**src/crcfr_pkg.sv**
```systemverilog
package crcfr_pkg;

	localparam int BUFFER_DEPTH = 64;
	localparam int ADDR_W       = $clog2(BUFFER_DEPTH);
	localparam int WPOS_W       = $clog2(BUFFER_DEPTH + 1);
	localparam int MAX_READ     = 64;
	localparam int READ_CAP     = (BUFFER_DEPTH < MAX_READ) ? BUFFER_DEPTH : MAX_READ;
	localparam int CNT_W        = $clog2(READ_CAP);
	localparam int MAX_LEN      = BUFFER_DEPTH - 5;
	localparam int HDR_BYTES    = 3;
	localparam int QDEPTH       = 4;

	localparam logic [15:0] CRC_INIT      = 16'hFFFF;
	localparam logic [15:0] CRC_POLY      = 16'h1021;
	localparam logic [15:0] IDLE_MAX      = 16'hFFFF;
	localparam logic [7:0]  START_RESET   = 8'd2;
	localparam logic [15:0] TIMEOUT_RESET = 16'd100;

	localparam int CFG_IDX_W  = 1;
	localparam int CFG_DATA_W = 16;
	localparam logic [CFG_IDX_W-1:0] REG_START   = 1'b0;
	localparam logic [CFG_IDX_W-1:0] REG_TIMEOUT = 1'b1;

	typedef enum logic [1:0] {
		OP_BYTE = 2'd0,
		OP_TICK = 2'd1,
		OP_READ = 2'd2,
		OP_NOP  = 2'd3
	} opcode_t;

	typedef enum logic [2:0] {
		EV_NONE      = 3'd0,
		EV_ACCEPT    = 3'd1,
		EV_CRC_BAD   = 3'd2,
		EV_LEN_ABORT = 3'd3,
		EV_TIMEOUT   = 3'd4
	} event_t;

	typedef enum logic [2:0] {
		PH_WAIT   = 3'd0,
		PH_CMD    = 3'd1,
		PH_LEN    = 3'd2,
		PH_DATA   = 3'd3,
		PH_CRC_LO = 3'd4,
		PH_CRC_HI = 3'd5
	} phase_t;

	typedef struct packed {
		logic [1:0] opcode;
		logic [7:0] rx_byte;
		logic       line_error;
		logic [6:0] read_count;
	} in_t;

	typedef struct packed {
		logic       kind;
		logic [7:0] data_byte;
		logic       last;
		logic       rx_busy;
		logic       pkt_waiting;
		logic [6:0] packet_length;
		logic [2:0] frame_event;
	} out_t;

	typedef struct packed {
		logic       is_read;
		logic [6:0] count;
		logic       busy;
		logic       ready;
		logic [6:0] len;
		logic [2:0] frame_event;
	} cmd_t;

	typedef struct packed {
		logic              en;
		logic [ADDR_W-1:0] addr;
		logic [7:0]        data;
	} wr_t;

	function automatic logic [15:0] crc_update(logic [15:0] crc, logic [7:0] b);
		logic [15:0] c;
		c = crc ^ {b, 8'h00};
		for (int i = 0; i < 8; i++) begin
			c = c[15] ? ((c << 1) ^ CRC_POLY) : (c << 1);
		end
		return c;
	endfunction

endpackage

```
**src/crc_framed_packet_receiver_core.sv**
```systemverilog
// Path: an accepted request passes the command queue, valid_s1/meta_s1 and the output stage.
// Throughput: one byte or tick request per cycle while the queue has room and no readout is
// pending; the command queue between parser and result unit is four deep. A read request streams
// one stored byte per cycle while the output stage has room, and holds further requests until
// its last byte address has gone to the frame store read port.
// Reset: arst_n clears parser, flags, counters, queues; registers return to start 2, timeout 100.
module crc_framed_packet_receiver_core (
	input  logic                             clk,
	input  logic                             arst_n,
	input  logic                             cfg_wr_en,
	input  logic [crcfr_pkg::CFG_IDX_W-1:0]  cfg_index,
	input  logic [crcfr_pkg::CFG_DATA_W-1:0] cfg_data,
	input  logic                             req_valid,
	output logic                             req_ready,
	input  crcfr_pkg::in_t                   req,
	output logic                             rsp_valid,
	input  logic                             rsp_ready,
	output crcfr_pkg::out_t                  rsp
);
	import crcfr_pkg::*;

	// front to queue
	logic cmd_push;
	cmd_t cmd_in;
	logic cmd_full;
	// queue to back
	logic q_valid;
	cmd_t q_cmd;
	logic q_pop;
	// back to front: a readout has issued its final read
	logic read_done;
	// frame store write port, driven by the parser
	wr_t  wr;

	// Parser: takes each request, advances the frame state, updates the CRC,
	// writes frame bytes and posts one command describing the results.
	crcfr_front u_front (
		.clk       (clk),
		.arst_n    (arst_n),
		.cfg_wr_en (cfg_wr_en),
		.cfg_index (cfg_index),
		.cfg_data  (cfg_data),
		.req_valid (req_valid),
		.req_ready (req_ready),
		.req       (req),
		.cmd_push  (cmd_push),
		.cmd       (cmd_in),
		.cmd_full  (cmd_full),
		.read_done (read_done),
		.wr        (wr)
	);

	// Short command queue: decouples the parser from a stalled result side.
	crcfr_queue u_queue (
		.clk    (clk),
		.arst_n (arst_n),
		.push   (cmd_push),
		.din    (cmd_in),
		.full   (cmd_full),
		.valid  (q_valid),
		.dout   (q_cmd),
		.pop    (q_pop)
	);

	// Result unit: owns the frame store, expands a read command into byte
	// results, and buffers results in a two-entry output stage so that a
	// stalled consumer never loses an in-flight read.
	crcfr_back u_back (
		.clk       (clk),
		.arst_n    (arst_n),
		.cmd_valid (q_valid),
		.cmd       (q_cmd),
		.cmd_pop   (q_pop),
		.read_done (read_done),
		.wr        (wr),
		.rsp_valid (rsp_valid),
		.rsp_ready (rsp_ready),
		.rsp       (rsp)
	);

	// After a read request, hold the request side until the readout has issued its final read.
	a_read_holds: assert property (@(posedge clk) disable iff (!arst_n)
		req_valid && req_ready && (req.opcode == OP_READ) |=> !req_ready)
		else $error("request taken while a readout was pending");

	// Byte results never carry an event or a ready packet.
	a_byte_clean: assert property (@(posedge clk) disable iff (!arst_n)
		rsp_valid && rsp.kind |-> (rsp.frame_event == EV_NONE) && !rsp.pkt_waiting)
		else $error("packet byte result carries status");

	// A status result is always the only, hence last, result of its request.
	a_status_last: assert property (@(posedge clk) disable iff (!arst_n)
		rsp_valid && !rsp.kind |-> rsp.last)
		else $error("status result without last");

	// A ready packet always has a nonzero stored length.
	a_ready_len: assert property (@(posedge clk) disable iff (!arst_n)
		rsp_valid && rsp.pkt_waiting |-> (rsp.packet_length != 7'd0))
		else $error("ready packet with zero length");

endmodule

```
**src/crcfr_front.sv**
```systemverilog
module crcfr_front (
	input  logic                               clk,
	input  logic                               arst_n,
	input  logic                               cfg_wr_en,
	input  logic [crcfr_pkg::CFG_IDX_W-1:0]    cfg_index,
	input  logic [crcfr_pkg::CFG_DATA_W-1:0]   cfg_data,
	input  logic                               req_valid,
	output logic                               req_ready,
	input  crcfr_pkg::in_t                     req,
	output logic                               cmd_push,
	output crcfr_pkg::cmd_t                    cmd,
	input  logic                               cmd_full,
	input  logic                               read_done,
	output crcfr_pkg::wr_t                     wr
);
	import crcfr_pkg::*;

	logic [7:0]        start_q;
	logic [15:0]       timeout_q;
	phase_t            phase_q, phase_d;
	logic [WPOS_W-1:0] wpos_q, wpos_d;
	logic [7:0]        decl_q, decl_d;
	logic [15:0]       crc_q, crc_d;
	logic [7:0]        crc_lo_q, crc_lo_d;
	logic              ready_q, ready_d;
	logic              busy_q, busy_d;
	logic [15:0]       idle_q, idle_d;
	logic              read_busy_q;
	logic              take;
	logic [WPOS_W-1:0] wpos_inc;
	logic [8:0]        data_end;
	logic [15:0]       idle_inc;
	logic [6:0]        cnt_cap;
	event_t            ev;

	// hold new requests while a readout is still draining the frame store
	assign req_ready = !cmd_full && !read_busy_q;
	assign take      = req_valid && req_ready;
	assign wpos_inc  = wpos_q + 1'b1;
	assign data_end  = 9'(HDR_BYTES) + {1'b0, decl_q};
	assign idle_inc  = (idle_q != IDLE_MAX) ? idle_q + 16'd1 : idle_q;
	assign cnt_cap   = (req.read_count > 7'(READ_CAP)) ? 7'(READ_CAP) : req.read_count;

	always_comb begin
		phase_d  = phase_q;
		wpos_d   = wpos_q;
		decl_d   = decl_q;
		crc_d    = crc_q;
		crc_lo_d = crc_lo_q;
		ready_d  = ready_q;
		busy_d   = busy_q;
		idle_d   = idle_q;
		ev       = EV_NONE;
		wr.en    = 1'b0;
		wr.addr  = ADDR_W'(wpos_q);
		wr.data  = req.rx_byte;
		if (take) begin
			case (req.opcode)
				OP_BYTE: begin
					if (!ready_q && !req.line_error) begin
						idle_d = '0;
						if (phase_q inside {PH_CMD, PH_LEN, PH_DATA, PH_CRC_LO, PH_CRC_HI}) begin
							wr.en  = (wpos_q < WPOS_W'(BUFFER_DEPTH));
							wpos_d = wpos_inc;
						end
						case (phase_q)
							PH_CMD: begin
								crc_d   = crc_update(crc_q, req.rx_byte);
								phase_d = PH_LEN;
							end
							PH_LEN: begin
								crc_d  = crc_update(crc_q, req.rx_byte);
								decl_d = req.rx_byte;
								if (req.rx_byte > 8'(MAX_LEN)) begin
									phase_d = PH_WAIT;
									busy_d  = 1'b0;
									ev      = EV_LEN_ABORT;
								end else if (req.rx_byte == 8'd0) begin
									phase_d = PH_CRC_LO;
								end else begin
									phase_d = PH_DATA;
								end
							end
							PH_DATA: begin
								crc_d = crc_update(crc_q, req.rx_byte);
								if (9'(wpos_inc) >= data_end) begin
									phase_d = PH_CRC_LO;
								end
							end
							PH_CRC_LO: begin
								crc_lo_d = req.rx_byte;
								phase_d  = PH_CRC_HI;
							end
							PH_CRC_HI: begin
								if (crc_q == {req.rx_byte, crc_lo_q}) begin
									ready_d = 1'b1;
									ev      = EV_ACCEPT;
								end else begin
									ev = EV_CRC_BAD;
								end
								busy_d  = 1'b0;
								phase_d = PH_WAIT;
							end
							default: begin
								phase_d = PH_WAIT;
								if (req.rx_byte == start_q) begin
									busy_d  = 1'b1;
									wr.en   = 1'b1;
									wr.addr = '0;
									wpos_d  = WPOS_W'(1);
									crc_d   = crc_update(CRC_INIT, req.rx_byte);
									phase_d = PH_CMD;
								end
							end
						endcase
					end
				end
				OP_TICK: begin
					idle_d = idle_inc;
					if (phase_q != PH_WAIT && idle_inc > timeout_q) begin
						phase_d = PH_WAIT;
						busy_d  = 1'b0;
						ev      = EV_TIMEOUT;
					end
				end
				OP_READ: begin
					ready_d = 1'b0;
				end
				default: ;
			endcase
		end
	end

	assign cmd_push        = take;
	assign cmd.is_read     = (req.opcode == OP_READ);
	assign cmd.count       = cnt_cap;
	assign cmd.busy        = busy_d;
	assign cmd.ready       = ready_d;
	assign cmd.len         = ready_d ? 7'(wpos_d) : 7'd0;
	assign cmd.frame_event = ev;

	always_ff @(posedge clk or negedge arst_n) begin
		if (!arst_n) begin
			start_q     <= START_RESET;
			timeout_q   <= TIMEOUT_RESET;
			phase_q     <= PH_WAIT;
			wpos_q      <= '0;
			decl_q      <= '0;
			crc_q       <= CRC_INIT;
			crc_lo_q    <= '0;
			ready_q     <= 1'b0;
			busy_q      <= 1'b0;
			idle_q      <= '0;
			read_busy_q <= 1'b0;
		end else begin
			if (cfg_wr_en) begin
				case (cfg_index)
					REG_START:   start_q   <= cfg_data[7:0];
					REG_TIMEOUT: timeout_q <= cfg_data;
					default: ;
				endcase
			end
			phase_q  <= phase_d;
			wpos_q   <= wpos_d;
			decl_q   <= decl_d;
			crc_q    <= crc_d;
			crc_lo_q <= crc_lo_d;
			ready_q  <= ready_d;
			busy_q   <= busy_d;
			idle_q   <= idle_d;
			if (take && req.opcode == OP_READ) begin
				read_busy_q <= 1'b1;
			end else if (read_done) begin
				read_busy_q <= 1'b0;
			end
		end
	end

endmodule

```
**src/crcfr_queue.sv**
```systemverilog
module crcfr_queue (
	input  logic            clk,
	input  logic            arst_n,
	input  logic            push,
	input  crcfr_pkg::cmd_t din,
	output logic            full,
	output logic            valid,
	output crcfr_pkg::cmd_t dout,
	input  logic            pop
);
	import crcfr_pkg::*;

	localparam int PTR_W = $clog2(QDEPTH);
	localparam int CNT_QW = $clog2(QDEPTH + 1);

	cmd_t              q_q [QDEPTH];
	logic [PTR_W-1:0]  wptr_q, rptr_q;
	logic [CNT_QW-1:0] count_q;
	logic              do_push, do_pop;

	assign full    = (count_q == CNT_QW'(QDEPTH));
	assign valid   = (count_q != '0);
	assign dout    = q_q[rptr_q];
	assign do_push = push && !full;
	assign do_pop  = pop && valid;

	always_ff @(posedge clk) begin
		if (do_push) begin
			q_q[wptr_q] <= din;
		end
	end

	always_ff @(posedge clk or negedge arst_n) begin
		if (!arst_n) begin
			wptr_q  <= '0;
			rptr_q  <= '0;
			count_q <= '0;
		end else begin
			if (do_push) begin
				wptr_q <= (wptr_q == PTR_W'(QDEPTH - 1)) ? '0 : wptr_q + 1'b1;
			end
			if (do_pop) begin
				rptr_q <= (rptr_q == PTR_W'(QDEPTH - 1)) ? '0 : rptr_q + 1'b1;
			end
			count_q <= count_q + CNT_QW'(do_push) - CNT_QW'(do_pop);
		end
	end

endmodule

```
**src/crcfr_back.sv**
```systemverilog
module crcfr_back (
	input  logic            clk,
	input  logic            arst_n,
	input  logic            cmd_valid,
	input  crcfr_pkg::cmd_t cmd,
	output logic            cmd_pop,
	output logic            read_done,
	input  crcfr_pkg::wr_t  wr,
	output logic            rsp_valid,
	input  logic            rsp_ready,
	output crcfr_pkg::out_t rsp
);
	import crcfr_pkg::*;

	logic [7:0]       mem_q [BUFFER_DEPTH];
	logic [7:0]       rdata_s1;
	logic             valid_s1;
	out_t             meta_s1;
	logic [CNT_W-1:0] k_q;
	out_t             ent_q [2];
	logic             wsel_q, rsel_q;
	logic [1:0]       ocnt_q;
	logic [2:0]       occ;
	logic             pop, issue, single, is_last, issue_rd;
	out_t             landed;

	assign pop     = rsp_valid && rsp_ready;
	assign occ     = {1'b0, ocnt_q} + {2'b00, valid_s1} - {2'b00, pop};
	assign issue   = cmd_valid && (occ <= 3'd1);
	assign single  = !cmd.is_read || (cmd.count == 7'd0);
	assign is_last = single || (7'({1'b0, k_q} + 1'b1) == cmd.count);
	assign issue_rd = issue && !single;

	assign cmd_pop   = issue && is_last;
	assign read_done = cmd_pop && cmd.is_read;

	always_ff @(posedge clk) begin
		if (wr.en) begin
			mem_q[wr.addr] <= wr.data;
		end
		if (issue_rd) begin
			rdata_s1 <= mem_q[ADDR_W'(k_q)];
		end
		if (issue) begin
			meta_s1.kind          <= !single;
			meta_s1.data_byte     <= 8'd0;
			meta_s1.last          <= is_last;
			meta_s1.rx_busy       <= cmd.busy;
			meta_s1.pkt_waiting   <= cmd.ready;
			meta_s1.packet_length <= cmd.len;
			meta_s1.frame_event   <= single ? cmd.frame_event : EV_NONE;
		end
	end

	always_comb begin
		landed = meta_s1;
		if (meta_s1.kind) begin
			landed.data_byte = rdata_s1;
		end
	end

	always_ff @(posedge clk) begin
		if (valid_s1) begin
			ent_q[wsel_q] <= landed;
		end
	end

	assign rsp_valid = (ocnt_q != 2'd0);
	assign rsp       = ent_q[rsel_q];

	always_ff @(posedge clk or negedge arst_n) begin
		if (!arst_n) begin
			valid_s1 <= 1'b0;
			k_q      <= '0;
			wsel_q   <= 1'b0;
			rsel_q   <= 1'b0;
			ocnt_q   <= 2'd0;
		end else begin
			valid_s1 <= issue;
			if (issue_rd) begin
				k_q <= is_last ? '0 : k_q + 1'b1;
			end
			if (valid_s1) begin
				wsel_q <= !wsel_q;
			end
			if (pop) begin
				rsel_q <= !rsel_q;
			end
			ocnt_q <= ocnt_q + {1'b0, valid_s1} - {1'b0, pop};
		end
	end

endmodule

```
**config.mk**
```make
export PLATFORM = sky130hd
export DESIGN_NAME = crc_framed_packet_receiver_core
export DESIGN_NICKNAME = d
export VERILOG_FILES = /design/src/crcfr_pkg.sv /design/src/crc_framed_packet_receiver_core.sv /design/src/crcfr_front.sv /design/src/crcfr_queue.sv /design/src/crcfr_back.sv
export SDC_FILE = /design/constraint.sdc
export NUM_CORES = 1
export LEC_CHECK = 0
export ABC_AREA = 1
export BUFFER_PORTS_ARGS = -buffer_cell sky130_fd_sc_hd__buf_2
export CELL_PAD_IN_SITES_DETAIL_PLACEMENT = 0
export CELL_PAD_IN_SITES_GLOBAL_PLACEMENT = 2
export CORE_AREA = 2 2 333 335
export DETAILED_ROUTE_END_ITERATION = 8
export DIE_AREA = 0 0 335 337
export PLACE_DENSITY = 0.69
export SLEW_MARGIN = 10
export SYNTH_ARGS = -nofsm -noshare
export SYNTH_HDL_FRONTEND = slang
export SYNTH_SLANG_ARGS = --single-unit
```
**constraint.sdc**
```tcl
create_clock -name clk -period 4.6 [get_ports clk]
set_input_delay 0.23 -clock clk [delete_from_list [all_inputs] [get_ports clk]]
set_output_delay 0.23 -clock clk [all_outputs]
set_load 0.03 [all_outputs]
```
==> impl_results.md <==
* Synth-to-Final Area Change at 15.0%
* GPL Wtd Cong at ~0.76
* Crit share post-route at roughly three quarters
* Yosys warns at 0
* Initial core utilization at slightly below 30%
* Critical Path Fanout Max at 17
* Ys async rst share at a little over an eighth
* Largest area contributor in the netlist: edfxtp_1
* Synthesized instance count at about 2800
* Largest net degree at the start of global routing at ~190
* Synth Flop Type: edfxtp_1
* Clock latency on the worst-skew pair at between 600 and 700 ps
* Synthesized area at 32600 um2
* Share of layout cells above drive strength 1 at between 10% and 20%
* Mean post-synth cell area at 11.6 um2
* Status: completed
* Hold_ws at about 32 ps
* Max-slew violations at 0
* Slew headroom at between 20% and 30%
* DRC viols at 0
* Final ANT Viol Nets at 0
* Final Hold Viols at 0
* Measured slew at the worst slew-check pin at between 1000 and 1500 ps
* Crit. End Element: register
* Dpl ws at between 1000 and 1500 ps
* Multi-input logic area at between 8000 and 9000 um2
* Count of input and output buffers at 63
* Detailed-route via count at around 21000
* Post-synthesis sequential area ratio at ~69%
* Initial DRT Pass Iterations at 5
* PwrDens at 571 nW/um2
* Worst path cell trace: or2_2 > nand2_1 > inv_1 > ha_1 > inv_1 > ha_1 > inv_1 > fa_1 > inv_1 > nor3_2 > buf_4 > inv_1 > nor2_4 > nand2_1 > o21ai_0
* Register area at 22400 um2
* Max-Cap Viols at 0
* Fill cells at roughly 11000
* WP buf/inv at 6
* Period minus WS final at about 3500 ps
* NumNets Final at between 2000 and 3000
* Iteration-0 DRC Markers at between 1500 and 2000
* Chip width at 335 um
* Post-synth EDFFs at roughly 660
* Routed length per instance at a little under 20 um
* Yosys top cell area share at approximately three fifths
* Top Ports at 64
* Setup WS post-layout at about 1100 ps
* Type of the tightest min-delay check: in2reg
* RSZ-0062 raised after global routing: false
* Clk slew on worst S/H paths at around 60 ps
* Number of CTS-inserted buffers at between 80 and 90
* Most frequent cells in the layout: edfxtp_1, nor2_1, nand2_1
* Placed cells at roughly 4200
* Cell mode on critical path: inv_1
* Post-Syn Nets at around 2900
* Clock skew at 21.3 ps
* Lkg Pwr at around 13 nW
* First-pass GRT wire length at ~130000 um
* Die height at about 340 um
* CTS tree: built
* Dominant cells by area after synthesis: edfxtp_1, dfrtp_1, o21ai_0
* Finished Layout Cells at ~4400
* Max Fclk at around 290 MHz
* Max clock buf depth at 3
* GRT Util Overall at approximately 15%
* Peak VDD IR at 0.421 mV
* CP peak stage delay at roughly 510 ps
* Setup Total Neg Slack at 0 ps
* Synthesized flop and latch total at around 760
* Htree depth at 3
* Post-DR vias/cell at about 4.7
* N_diodes at 0
* DIE AREA at around 110000 um2
* Commonest non-fill, non-tap cell in the layout: edfxtp_1
* Unique masters post-synth at 57
* GRT overflow at 0
* Placeable Area at 110000 um2
* Final total power at 0.0214 W
* CP Class: reg2reg
* Vias in the first global route at approximately 20000
* Clock sink total at 761
* Top delay family on crit path: simple AND/OR/NAND/NOR gates
* Initial antenna violation count at 0
* Root Driver: clkbuf_16
* Total wire length at 84800 um
* Setup violators final at 0
* Crit path max-delay cell type: fa_1
* Rows at approximately 120
* Worst endpoint required time at 5150 ps
* Critical Path Source Type: register
* Setup repair bufs after CTS at 0
* Worst EP arrival at slightly above 4000 ps
* Final HPWL DP at approximately 50000 um
## power breakdown
group	leakage, nW	switching, W	internal (W)
clock	1.41	0.00280	0.00422
sequential	7.22	0.000339	0.00818
combinational	4.71	0.00420	0.00163
total	13.3	0.00734	0.0140
## per-stage QoR
step | cell area (um2) | utilization [%]
floorplan | 32600 | -
global placement | 34300 | 31.3
detailed placement | 34300 | 31.3
CTS | 37500 | 34.2
global route | 37500 | 34.2
finish | 37500 | 34.2
## final cells by class
type	count	share of cell area (%)
multi-input cells	1718	23.7
inverters	181	1.83
clock buffers	95	5.72
clock inverters	58	1.96
repair buffers	119	2.29
well taps	1426	4.76
flip-flops and latches	761	59.7
## synthesized netlist by cell type, types with 7 or more instances
library cell    n
inv_2          11
nand2_2         7
nand2_1       373
ha_1           38
o22ai_1        95
nand4_1        18
o21ai_0       351
xnor2_1        10
o21ai_1        22
dfrtp_1        83
edfxtp_1      658
a21oi_1        30
o211ai_1       56
o221ai_1       49
inv_1         167
clkbuf_1       83
nor3_1         15
nand3_1       104
nor2_1        443
xor2_1         43
dfstp_2        20
buf_2          51
## worst min-delay path: stages
cell and delay, ps:
buf_2 100, inv_1 40, nor2_1 100
## registers in the layout, summed over array words and instances (netlist names), 3 cells and up
register and flops:
u_front.crc_lo_q 8, u_queue.q_q 80, u_back.ent_q 44, u_back.landed 14, u_back.rdata_s1 8, u_back.mem_q 512
u_front.crc_q 16, u_back.k_q 6, u_front.timeout_q 16, u_front.decl_q 8, u_front.start_q 8, u_front.wpos_q 7
u_front.idle_q 16, u_queue.count_q 3, u_front.phase_q 3
## what timing repair did
item / 4_1_cts / 5_1_grt
hold buffers: 23 / 0
hold endpoints to repair: 93 / 0
resized for setup: 0 / 0
## kinds of logic (layout without fill, tap and decap cells)
logic type	count (synthesis)	count (layout)	synth area share, %
AOI/OAI and AO/OA	620	620	11.1
adders and majority gates	40	40	1.58
xor gates and xnor gates	54	54	1.48
buffers and inverters	330	453	4.14
and+or+nand+nor	1001	1001	13.0
DFF	761	761	68.7
muxes	3	3	0.0922
## metal layers
metal  wire (um)  vias up  global-route usage [%]  share of wire [%]
li1            -    10100                       -                  -
met1       38200    10100                    20.0                 45
met2       41500      336                    25.4                 49
met3        3190      106                    2.17                3.8
met4        1840        0                    4.26                2.2
met5           0        -                       0                  0
## final timing paths
| path | start | endpoint | slack, ps | depth (start not counted) |
|---|---|---|---|---|
| setup / recovery | u_back.ocnt_q[1] | u_back.k_q[0] | 1110 | 15 |
| setup reg to reg | u_back.ocnt_q[1] | u_back.k_q[0] | 1110 | 15 |
| hold / removal | req[4] | u_queue.q_q[0][16] | 30 | 3 |
| hold reg to reg | u_back.landed[3] | u_back.ent_q[1][3] | 460 | 0 |
| min in group asynchronous | arst_n | u_front.timeout_q[10] | 230 | 2 |
| max in group asynchronous | arst_n | u_front.decl_q[3] | 3200 | 3 |
Power figures use the tool's default switching activity.
